**src/rtl/core/mbt_pkg.sv**
```systemverilog
// Package for the escape-time membership test: item types, fixed-point
// constants and the sequencer state type. No dependencies.
package mbt_pkg;

    localparam int PIX_W     = 10;
    localparam int Z_W       = 32;
    localparam int PROD_W    = 2 * Z_W;
    localparam int FRAC_BITS = 28;
    localparam int ROUNDS_W  = 12;
    localparam int WIDE_W    = 40;
    localparam int MAG_W     = PROD_W - FRAC_BITS + 1;

    localparam logic [ROUNDS_W-1:0] RESET_ROUNDS = ROUNDS_W'(500);
    // Escape threshold |z|^2 > 4 in the same fixed-point scale.
    localparam logic [MAG_W-1:0]    ESC_LIMIT    = MAG_W'(4) << FRAC_BITS;

    typedef struct packed {
        logic [PIX_W-1:0]     pixel_x;
        logic [PIX_W-1:0]     pixel_y;
        logic signed [Z_W-1:0] c_real;
        logic signed [Z_W-1:0] c_imag;
    } t_in_item;

    typedef struct packed {
        logic [PIX_W-1:0] out_x;
        logic [PIX_W-1:0] out_y;
        logic             in_set;
    } t_out_item;

    typedef enum logic [2:0] {
        ST_IDLE,
        ST_SQR_R,
        ST_SQR_I,
        ST_CROSS,
        ST_UPDATE
    } t_state;

    typedef enum logic [1:0] {
        MUL_RR,
        MUL_II,
        MUL_RI
    } t_mul_sel;

endpackage

```
**src/rtl/core/mandelbrot_membership_test_top.sv**
```systemverilog
// Escape-time membership test for one point per item, built around one
// shared 32x32 signed multiplier. Depends on mbt_pkg.
//
// Input channel: i_in_valid / o_in_stall carry a t_in_item holding the
// pixel position and c in signed Q3.28. An item is taken at a clock edge
// where i_in_valid is high and o_in_stall is low; o_in_stall stays high
// for the whole time the block iterates on an item.
// Output channel: o_out_valid / i_out_stall carry a t_out_item with the
// pixel position and the in_set flag from an output register, so a new
// item is taken while an earlier result still waits.
// Configuration: i_cfg_we writes i_cfg_wdata into the round limit; write
// it only while the block is idle. Reset sets the limit to 500.
// Sequencing: the shared multiplier sets the pace. Each round of z = z*z + c
// passes through ST_SQR_R, ST_SQR_I and ST_CROSS for the three products
// and ST_UPDATE for the update of z. An item ends in ST_CROSS once it
// escapes or has run all max_rounds rounds; the sequencer then returns to
// ST_IDLE, where the next item can be taken.
// Reset (synchronous, active low) returns the sequencer to idle and clears
// the output valid. If the receiver stalls, the finished result of the
// next item waits inside the block until the output register frees.
module mandelbrot_membership_test_top
    import mbt_pkg::*;
(
    input  logic                i_clk,
    input  logic                i_rst_n,
    input  logic                i_in_valid,
    output logic                o_in_stall,
    input  t_in_item            i_in_item,
    output logic                o_out_valid,
    input  logic                i_out_stall,
    output t_out_item           o_out_item,
    input  logic                i_cfg_we,
    input  logic [ROUNDS_W-1:0] i_cfg_wdata
);

    // Control state.
    t_state                r_state, n_state;
    logic [ROUNDS_W-1:0]   r_max_rounds;
    logic [ROUNDS_W-1:0]   r_count;
    logic                  r_out_valid;

    // Datapath registers.
    logic [PIX_W-1:0]      r_px, r_py;
    logic signed [Z_W-1:0] r_c_real, r_c_imag;
    logic signed [Z_W-1:0] r_zr, r_zi;
    logic signed [PROD_W-1:0] r_rr, r_ii, r_ri;
    t_out_item             r_out_item;

    // Sequencer outputs.
    t_mul_sel              w_mul_sel;
    logic                  w_finish;
    logic                  w_escaped;
    logic                  w_out_free;
    logic                  w_accept;

    logic signed [Z_W-1:0]    w_op_a, w_op_b;
    logic signed [PROD_W-1:0] w_prod;
    logic signed [PROD_W-1:0] w_diff, w_diff_sh, w_ri_sh;
    logic signed [WIDE_W-1:0] w_nr_wide, w_ni_wide;
    logic [MAG_W-1:0]         w_mag;

    function automatic logic signed [Z_W-1:0] sat_z(input logic signed [WIDE_W-1:0] v);
        logic signed [Z_W-1:0] res;
        if (v[WIDE_W-1:Z_W-1] == {(WIDE_W-Z_W+1){v[WIDE_W-1]}}) begin
            res = v[Z_W-1:0];
        end else if (v[WIDE_W-1]) begin
            res = {1'b1, {(Z_W-1){1'b0}}};
        end else begin
            res = {1'b0, {(Z_W-1){1'b1}}};
        end
        return res;
    endfunction

    assign w_out_free = !r_out_valid || !i_out_stall;
    assign w_accept   = i_in_valid && (r_state == ST_IDLE);

    // Shared multiplier with its operand select.
    always_comb begin
        unique case (w_mul_sel)
            MUL_RR: begin
                w_op_a = r_zr;
                w_op_b = r_zr;
            end
            MUL_II: begin
                w_op_a = r_zi;
                w_op_b = r_zi;
            end
            MUL_RI: begin
                w_op_a = r_zr;
                w_op_b = r_zi;
            end
            default: begin
                w_op_a = r_zr;
                w_op_b = r_zi;
            end
        endcase
    end

    assign w_prod = w_op_a * w_op_b;

    // The squares of the current z serve both the escape test of the last
    // update and the next update itself.
    assign w_mag = MAG_W'(r_rr[PROD_W-1:FRAC_BITS]) + MAG_W'(r_ii[PROD_W-1:FRAC_BITS]);

    // Update of z from the registered products; arithmetic shifts floor.
    assign w_diff    = r_rr - r_ii;
    assign w_diff_sh = w_diff >>> FRAC_BITS;
    assign w_ri_sh   = r_ri >>> (FRAC_BITS - 1);
    assign w_nr_wide = $signed(w_diff_sh[WIDE_W-1:0]) + WIDE_W'(r_c_real);
    assign w_ni_wide = $signed(w_ri_sh[WIDE_W-1:0]) + WIDE_W'(r_c_imag);

    // Next-state logic.
    always_comb begin
        n_state = r_state;
        unique case (r_state)
            ST_IDLE: begin
                if (i_in_valid) begin
                    n_state = ST_SQR_R;
                end
            end
            ST_SQR_R: begin
                n_state = ST_SQR_I;
            end
            ST_SQR_I: begin
                n_state = ST_CROSS;
            end
            ST_CROSS: begin
                if (w_finish) begin
                    if (w_out_free) begin
                        n_state = ST_IDLE;
                    end
                end else begin
                    n_state = ST_UPDATE;
                end
            end
            ST_UPDATE: begin
                n_state = ST_SQR_R;
            end
            default: begin
                n_state = ST_IDLE;
            end
        endcase
    end

    // Sequencer outputs: multiplier select and the end-of-item decision.
    always_comb begin
        w_mul_sel = MUL_RI;
        w_finish  = 1'b0;
        w_escaped = 1'b0;
        unique case (r_state)
            ST_SQR_R: begin
                w_mul_sel = MUL_RR;
            end
            ST_SQR_I: begin
                w_mul_sel = MUL_II;
            end
            ST_CROSS: begin
                w_mul_sel = MUL_RI;
                w_escaped = (r_count != '0) && (w_mag > ESC_LIMIT);
                w_finish  = w_escaped || (r_count == r_max_rounds);
            end
            ST_IDLE, ST_UPDATE: begin
                w_mul_sel = MUL_RI;
            end
            default: begin
                w_mul_sel = MUL_RI;
            end
        endcase
    end

    assign o_in_stall = (r_state != ST_IDLE);

    always_ff @(posedge i_clk) begin
        if (!i_rst_n) begin
            r_state      <= ST_IDLE;
            r_max_rounds <= RESET_ROUNDS;
            r_count      <= '0;
            r_out_valid  <= 1'b0;
        end else begin
            r_state <= n_state;
            if (i_cfg_we) begin
                r_max_rounds <= i_cfg_wdata;
            end
            if (w_accept) begin
                r_count <= '0;
            end else if (r_state == ST_UPDATE) begin
                r_count <= r_count + ROUNDS_W'(1);
            end
            if (r_state == ST_CROSS && w_finish && w_out_free) begin
                r_out_valid <= 1'b1;
            end else if (!i_out_stall) begin
                r_out_valid <= 1'b0;
            end
        end
    end

    always_ff @(posedge i_clk) begin
        if (w_accept) begin
            r_px     <= i_in_item.pixel_x;
            r_py     <= i_in_item.pixel_y;
            r_c_real <= i_in_item.c_real;
            r_c_imag <= i_in_item.c_imag;
            r_zr     <= '0;
            r_zi     <= '0;
        end else if (r_state == ST_UPDATE) begin
            r_zr <= sat_z(w_nr_wide);
            r_zi <= sat_z(w_ni_wide);
        end
        unique case (w_mul_sel)
            MUL_RR: r_rr <= w_prod;
            MUL_II: r_ii <= w_prod;
            MUL_RI: begin
                if (r_state == ST_CROSS) begin
                    r_ri <= w_prod;
                end
            end
            default: begin
                r_ri <= r_ri;
            end
        endcase
        if (r_state == ST_CROSS && w_finish && w_out_free) begin
            r_out_item.out_x  <= r_px;
            r_out_item.out_y  <= r_py;
            r_out_item.in_set <= !w_escaped;
        end
    end

    assign o_out_valid = r_out_valid;
    assign o_out_item  = r_out_item;

endmodule

```
**config.mk**
```make
export PLATFORM = sky130hd
export DESIGN_NAME = mandelbrot_membership_test_top
export DESIGN_NICKNAME = d
export VERILOG_FILES = /design/src/rtl/core/mbt_pkg.sv /design/src/rtl/core/mandelbrot_membership_test_top.sv
export SDC_FILE = /design/constraint.sdc
export NUM_CORES = 2
export LEC_CHECK = 0
export ABC_AREA = 1
export BUFFER_PORTS_ARGS = -buffer_cell sky130_fd_sc_hd__clkbuf_2
export CORE_MARGIN = 3
export CORE_UTILIZATION = 25
export CTS_BUF_LIST = sky130_fd_sc_hd__clkbuf_2 sky130_fd_sc_hd__clkbuf_4 sky130_fd_sc_hd__clkbuf_8
export CTS_CLUSTER_DIAMETER = 40
export CTS_CLUSTER_SIZE = 14
export DETAILED_ROUTE_END_ITERATION = 6
export GPL_TIMING_DRIVEN = 1
export PLACE_DENSITY = 0.46
export SYNTH_ARGS = -nofsm -noshare
export SYNTH_HDL_FRONTEND = slang
export SYNTH_SLANG_ARGS = --single-unit
```
**constraint.sdc**
```tcl
create_clock -name i_clk -period 15.9 [get_ports i_clk]
set_input_delay 3.18 -clock i_clk [delete_from_list [all_inputs] [get_ports i_clk]]
set_output_delay 3.18 -clock i_clk [all_outputs]
set_load 0.02 [all_outputs]
```
# Word-level counts from Yosys, hierarchy flattened
# Cells that the tools add are included.
totals:
  regBits: 389
  in_bits: 101
  wordCells: 67
classes:
  addsub: 5
  multipliers: 1
  n_lt_le_gt_ge: 1
  eq_ne: 12
  n_mux: 15
  n_bitwise: 1
  n_reduce_logical: 16
ops:
  columns: ["cell", "count"]
  rows:
  - ["32-bit two-way mux", 6]
  - ["32-bit by 32-bit multiplier with 64-bit output", 1]
  - ["64-bit subtractor", 1]
  - ["37-bit by 32-bit adder with 38-bit output", 1]
  - ["36-bit by 32-bit adder with 37-bit output", 1]
  - ["36-bit by 36-bit adder with 37-bit output", 1]
  - ["37-bit by 31-bit > comparator with 1-bit output (second input constant)", 1]
  - ["8-bit equality test", 2]
  - ["3-bit case mux with 5 select lines", 1]
  - ["12-bit by 1-bit adder with 12-bit output (second input constant)", 1]
  - ["12-bit equality test", 1]
  - ["12-bit nonzero test", 1]
  - ["3-bit two-way mux", 3]
  - ["3-bit by 2-bit equality test with 1-bit output (second input constant)", 2]
  - ["1-bit logical AND", 4]
  - ["1-bit two-way mux", 4]
  - ["2-bit case mux with 2 select lines", 1]
  - ["2-bit AND reduction", 2]
  - ["3-bit by 1-bit equality test with 1-bit output (second input constant)", 1]
  - ["3-bit equality test (second input constant)", 1]
  - ["1-bit logical NOT", 3]
  - ["3-bit logical NOT", 1]
  - ["3-bit != test (second input constant)", 1]
  - ["3-bit nonzero test", 1]
  - ["other kinds (8)", 9]

# Depth between registers and ports, before layout
logic_depth:
  word_depth: 8
  mapped_depth: 41
  depth_no_buf: 38

# Worst setup path after synthesis
# Ideal clock, no wire load.
synth_timing:
  path_type: "flip-flop to flip-flop"
  from: "register r_state[1]"
  to: "register r_ii[61], data pin"
  setup_ns: 0.273
  arrival_time_ns: 12.595
  t_required_ns: 15.627
  slack_ns: 3.033
  stages_incl_launch_ff: 32
  n_path_buf: 1
  period_less_slack_ns: 12.867
  path_cell_list: "dfxtp_1 inv_1 nor3_1 inv_2 o21ai_1 inv_2 clkbuf_1 nor2_1 fa_1 inv_1 fa_1 inv_1 fa_1 fa_1 inv_1 fa_1 inv_1 fa_1 inv_1 fa_1 inv_1 fa_1 ha_1 a21oi_1 inv_1 a31oi_1 inv_1 a21oi_1 o21ai_0 a31oi_1 o21ai_0 xor2_1"
synth_between:
  elab_chain_cells: 5
  elab_cells_between_ends: 8
synth_lines:
  columns: ["item", "line_no", "rtl"]
  rows:
  - ["start, declared", "mandelbrot_membership_test_top.sv:37", "t_state r_state, n_state;"]
  - ["start signal, assigned", "mandelbrot_membership_test_top.sv:180", "r_state <= n_state;"]
  - ["3-bit by 2-bit equality test with 1-bit output / 3-bit by 1-bit equality test with 1-bit output (equally long branches)", "mandelbrot_membership_test_top.sv:150", "unique case (r_state)"]
  - ["2-bit case mux with 2 select lines (*)", "mandelbrot_membership_test_top.sv:150", null]
  - ["2-bit by 1-bit equality test with 1-bit output / 2-bit logical NOT (equally long branches)", "mandelbrot_membership_test_top.sv:79", "unique case (w_mul_sel)"]
  - ["32-bit two-way mux", "mandelbrot_membership_test_top.sv:79", null]
  - ["32-bit by 32-bit multiplier with 64-bit output (*)", "mandelbrot_membership_test_top.sv:99", "assign w_prod = w_op_a * w_op_b;"]
  - ["net w_prod[61]", "mandelbrot_membership_test_top.sv:57", "logic signed [PROD_W-1:0] w_prod;"]
  - ["end signal, assigned", "mandelbrot_membership_test_top.sv:211", "MUL_II: r_ii <= w_prod;"]
  - ["end, declared", "mandelbrot_membership_test_top.sv:46", "logic signed [PROD_W-1:0] r_rr, r_ii, r_ri;"]
# Mark *: on every way through the listed nets, which the timed path passes. The rest lies on a longest branch.
# A chain may end at the register's enable or synchronous reset.

# Worst setup path in the final report
layout_timing:
  from: "register r_state[1]"
  to: "register r_ri[56], data pin"
layout_between:
  elab_chain_cells: 5
  elab_cells_between_ends: 8
layout_lines:
  columns: ["item", "line_no", "rtl"]
  rows:
  - ["3-bit by 2-bit equality test with 1-bit output / 3-bit by 1-bit equality test with 1-bit output (equally long branches)", "mandelbrot_membership_test_top.sv:150", null]
  - ["2-bit case mux with 2 select lines (*)", "mandelbrot_membership_test_top.sv:150", null]
  - ["2-bit by 1-bit equality test with 1-bit output / 2-bit logical NOT (equally long branches)", "mandelbrot_membership_test_top.sv:79", null]
  - ["32-bit two-way mux", "mandelbrot_membership_test_top.sv:79", null]
  - ["32-bit by 32-bit multiplier with 64-bit output (*)", "mandelbrot_membership_test_top.sv:99", null]
  - ["net w_prod[56]", "mandelbrot_membership_test_top.sv:57", null]
  - ["end signal, assigned", "mandelbrot_membership_test_top.sv:214", "r_ri <= w_prod;"]
  - ["end signal, assigned", "mandelbrot_membership_test_top.sv:218", "r_ri <= r_ri;"]
  - ["end, declared", "mandelbrot_membership_test_top.sv:46", null]
# Marks and branches as above.

==> out/results.tsv <==
stage	metric	value	unit
grt	grt_remaining_overflow	0	
timing	timing.fmax	0.0844	GHz
timing	slew_viol_final	0	
synth	netlist-cell-type-count	52	
clock_network	worst_setup_hold_path_clk_slew	0.08	ns
synth	dominantRegCellSynth	sky130_fd_sc_hd__edfxtp_1	
detailed_routing	detail_route.first_pass.iterations	6	
detailed_routing	detail_route.vias_per_cell	4.62	
power	intPower	0.00227	W
clock_network	clkSinkCount	362	
grt	grt_pass1_vias	51100	
timing	post-route-worst-setup-slack	4.05	ns
critical_path	worst_r2r_endpoint	r_ri[56]$_DFFE_PP_	
synth	syn-cell-area	0.0597	mm^2
floorplan	die_y	494	um
timing	finalSetupViolations	0	
power	clkPwrFrac	19.3	%
worst_hold_path	worst_hold_path_type	reg2reg	
timing	post-route-period-util	74.6	%
cells_and_area	num-fill-cells	25600	
grt	grt_use_total	19.0	%
power	share_seq_of_total_power	26.5	%
clock_network	setup_fix_bufs_post_cts	0	
detailed_routing	wl_per_cell	22.2	um
critical_path	critPathKind	reg2reg	
critical_path	setup.worst_path.end_class	register	
clock_network	post_cts.resized_instances	0	
critical_path	cp_common_cell	sky130_fd_sc_hd__fa_1	
cells_and_area	nets	8887	
grt	grt_max_degree	96	
critical_path	critPathArrivalTime	12.27	ns
critical_path	start_kind	register	
worst_hold_path	start_point_of_the_worst_min_delay_path	r_py[0]$_DFFE_PP_	
synth	synth.yosys.seq_area_share	16.7	%
clock_network	htreeDepth	2	
synth	synth_seq_cells	362	
critical_path	cpPeakStageDelay	0.97	ns
synth	synthesis.instances	7283	
critical_path	worst-endpoint-required	16.32	ns
cells_and_area	layout-area-overhead-vs-synth	10.0	%
floorplan	initial_core_utilization	25.2	%
synth	mappedNetlistNets	8826	
timing	fin_tns_setup	0	ns
grt	antenna_found_initial	5	
cells_and_area	stdcell_count	10500	
power	p_switching	0.00235	W
synth	yosys_warnings	0	
detailed_routing	detail-route-antenna-nets	0	
clock_network	cts_made_buffers	53	
timing	timing.final.hold_violations	0	
synth	postSynthAreaPerCell	8.19	um^2
detailed_routing	first_iter_violations	4019	
timing	hold_slack	0.424	ns
power	comb_power_share	54.3	%
power	total_power	0.00462	W
placement	finalWeightedCongestion	0.989	
power	vdd_drop_max	0.118	mV
detailed_routing	dr_total_vias	48700	
clock_network	tritoncts	done	
critical_path	timing.rr.start	r_state[1]$_SDFFE_PN0P_	
critical_path	reg2regPathDepth	28	
floorplan	fp.coreArea	0.236	mm^2
worst_hold_path	min_delay_path_depth	0	
cells_and_area	drive_above_1_share	5.56	%
power	leakagePower	31.2	nW
floorplan	placementRows	178	
detailed_routing	drt_wl_total	234	mm
critical_path	r2r_slack	4.05	ns
grt	global_route_wire_length_before_repair	344	mm
timing	fin_skew	0.0778	ns
critical_path	cp_max_fo	40	
worst_hold_path	whs_endpoint	o_out_item[1]$_DFFE_PP_	
placement	number_of_placed_instances_with_taps_included	10400	
power	power.density_cell_area	70.4	mW/mm^2
timing	worstMarginPinSlew	1.24	ns
clock_network	cts_buffer_depth	3	
placement	dp.final_hpwl	188	mm
synth	synth_enable_flop_cells	270	
placement	post-place-ws	3.36	ns
flow_run	cap_viol_max_count	0	
floorplan	num_io_pins	124	
floorplan	width_of_the_die	494	um
status	run_status	completed	
clock_network	root_buffer	sky130_fd_sc_hd__clkbuf_8	
synth	asyncSetResetFlopFracSynth	0	%
timing	rsz0062_at_grt	no	
detailed_routing	drc_violation_count_after_routing	0	
timing	layout_min_cycle_time	11.85	ns
critical_path	worst_path_max_delay_cell	sky130_fd_sc_hd__fa_1	
power	netSwitchingFraction	50.8	%
placement	placement.io_buffers	123	
clock_network	worst_skew_pair.late_latency	0.68	ns
floorplan	design.die.area	0.245	mm^2
clock_network	ctsHoldBuffers	0	
timing	timing.slew.headroom	16.8	%
==> flip-flops by register name, indices dropped and copies added (netlist names) <==
register / count
r_state: 3
r_px: 10
r_zr: 32
r_c_imag: 32
o_out_item: 21
r_c_real: 32
r_max_rounds: 12
r_ii: 64
r_ri: 37
r_zi: 32
r_py: 10
r_count: 12
o_out_valid: 1
r_rr: 64
==> per-stage QoR <==
| step | cell area [um^2] | utilization (%) |
|---|---|---|
| 2_1_floorplan | 59700 | - |
| 3_3_place_gp | 64300 | 27.2 |
| 3_5_place_dp | 64300 | 27.2 |
| 4_1_cts | 65600 | 27.8 |
| 5_1_grt | 65600 | 27.8 |
| 6_report | 65600 | 27.8 |
==> critical path, delay by kind of cell (launching register included) <==
| family | cells | cell delay (ns) |
|---|---|---|
| buffers and inverters | 8 | 2.33 |
| flip-flops | 1 | 0.36 |
| adder cells (fa/ha/maj) | 9 | 5.03 |
| AND/OR/NAND/NOR | 5 | 1.24 |
| XOR/XNOR | 1 | 0.46 |
| AO/OA/AOI/OAI | 5 | 2.10 |
==> cell usage after synthesis, types with 10 or more instances <==
library cell / count / area share, %
sky130_fd_sc_hd__a21o_1: 14 / 0.18
sky130_fd_sc_hd__a21oi_1: 312 / 2.6
sky130_fd_sc_hd__a31oi_1: 46 / 0.48
sky130_fd_sc_hd__buf_2: 18 / 0.15
sky130_fd_sc_hd__clkbuf_1: 198 / 1.2
sky130_fd_sc_hd__clkinv_1: 10 / 0.063
sky130_fd_sc_hd__dfxtp_1: 92 / 3.1
sky130_fd_sc_hd__edfxtp_1: 270 / 14
sky130_fd_sc_hd__fa_1: 1085 / 36
sky130_fd_sc_hd__ha_1: 357 / 7.5
sky130_fd_sc_hd__inv_1: 1705 / 11
sky130_fd_sc_hd__nand2_1: 1339 / 8.4
sky130_fd_sc_hd__nand3_1: 243 / 2.0
sky130_fd_sc_hd__nand4_1: 37 / 0.39
sky130_fd_sc_hd__nor2_1: 877 / 5.5
sky130_fd_sc_hd__nor3_1: 42 / 0.35
sky130_fd_sc_hd__nor4_1: 19 / 0.20
sky130_fd_sc_hd__o21a_1: 16 / 0.20
sky130_fd_sc_hd__o21ai_0: 244 / 2.0
sky130_fd_sc_hd__o21ai_1: 38 / 0.32
sky130_fd_sc_hd__o21bai_1: 24 / 0.30
sky130_fd_sc_hd__o221ai_1: 14 / 0.21
sky130_fd_sc_hd__xnor2_1: 55 / 0.81
sky130_fd_sc_hd__xor2_1: 142 / 2.1
==> cell families after synthesis <==
| logic type | synth area share [%] |
|---|---|
| buffers and inverters | 12.4 |
| xor gates and xnor gates | 2.94 |
| DFF | 16.7 |
| and+or+nand+nor | 17.2 |
| AOI/OAI and AO/OA | 6.85 |
| adders and majority gates | 43.9 |
| muxes | 0.0336 |
==> final cells by class <==
cell class                 count  area (um^2)  share of cell area (%)
sequential                   362         9950                    15.2
clock buffer                  58          773                    1.18
tap                         3150         3940                    6.01
clock inverter                42          489                   0.746
timing repair buffer         238         1480                    2.25
inverter                    1724         6470                    9.87
multi-input combinational   4965        42500                    64.8
antenna                        3         7.51                  0.0114
==> layout by cell type, fill, tap and decap left out, types with 37 or more instances in the layout <==
cell type and count:
sky130_fd_sc_hd__clkbuf_2 123, sky130_fd_sc_hd__fa_1 1085, sky130_fd_sc_hd__o21ai_0 221, sky130_fd_sc_hd__buf_4 115
sky130_fd_sc_hd__dfxtp_1 92, sky130_fd_sc_hd__ha_1 357, sky130_fd_sc_hd__a31oi_1 46, sky130_fd_sc_hd__xnor2_1 55
sky130_fd_sc_hd__nand3_1 242, sky130_fd_sc_hd__nand4_1 37, sky130_fd_sc_hd__xor2_1 142, sky130_fd_sc_hd__a21oi_1 312
sky130_fd_sc_hd__inv_1 1702, sky130_fd_sc_hd__o21ai_2 41, sky130_fd_sc_hd__clkbuf_8 54, sky130_fd_sc_hd__nor2_1 876
sky130_fd_sc_hd__nor3_1 41, sky130_fd_sc_hd__nand2_1 1338, sky130_fd_sc_hd__edfxtp_1 270
==> power by group through the flow <==
stage / Clock [W] / Combinational (W) / Sequential, W
detailed placement: 0 / 0.00247 / 0.00124
finish: 0.000890 / 0.00251 / 0.00122
global placement: 0 / 0.00248 / 0.00124
global route: 0.000965 / 0.00273 / 0.00123
CTS: 0.000928 / 0.00249 / 0.00122
floorplan: 0 / 0.00157 / 0.00120
==> layer usage <==
layer	up-vias	track usage, %	share of wire [%]
met5	-	0	0
met4	0	6.32	4.0
met3	336	3.29	7.1
met2	1688	30.3	45
met1	24600	26.0	44
li1	22000	-	-
==> worst max-delay path by stage <==
stage,start,endpoint,slack (ns)
floorplan,r_state[1]$_SDFFE_PN0P_,r_ii[61]$_DFFE_PN_,3.03
global placement,r_state[1]$_SDFFE_PN0P_,r_ii[56]$_DFFE_PN_,3.47
detailed placement,r_state[1]$_SDFFE_PN0P_,r_rr[56]$_DFFE_PP_,3.36
CTS,r_state[1]$_SDFFE_PN0P_,r_ii[56]$_DFFE_PN_,3.32
global route,r_state[1]$_SDFFE_PN0P_,r_rr[56]$_DFFE_PP_,3.39
finish,r_state[1]$_SDFFE_PN0P_,r_ri[56]$_DFFE_PP_,4.05
Note: power is estimated with default switching activity, not from simulation.
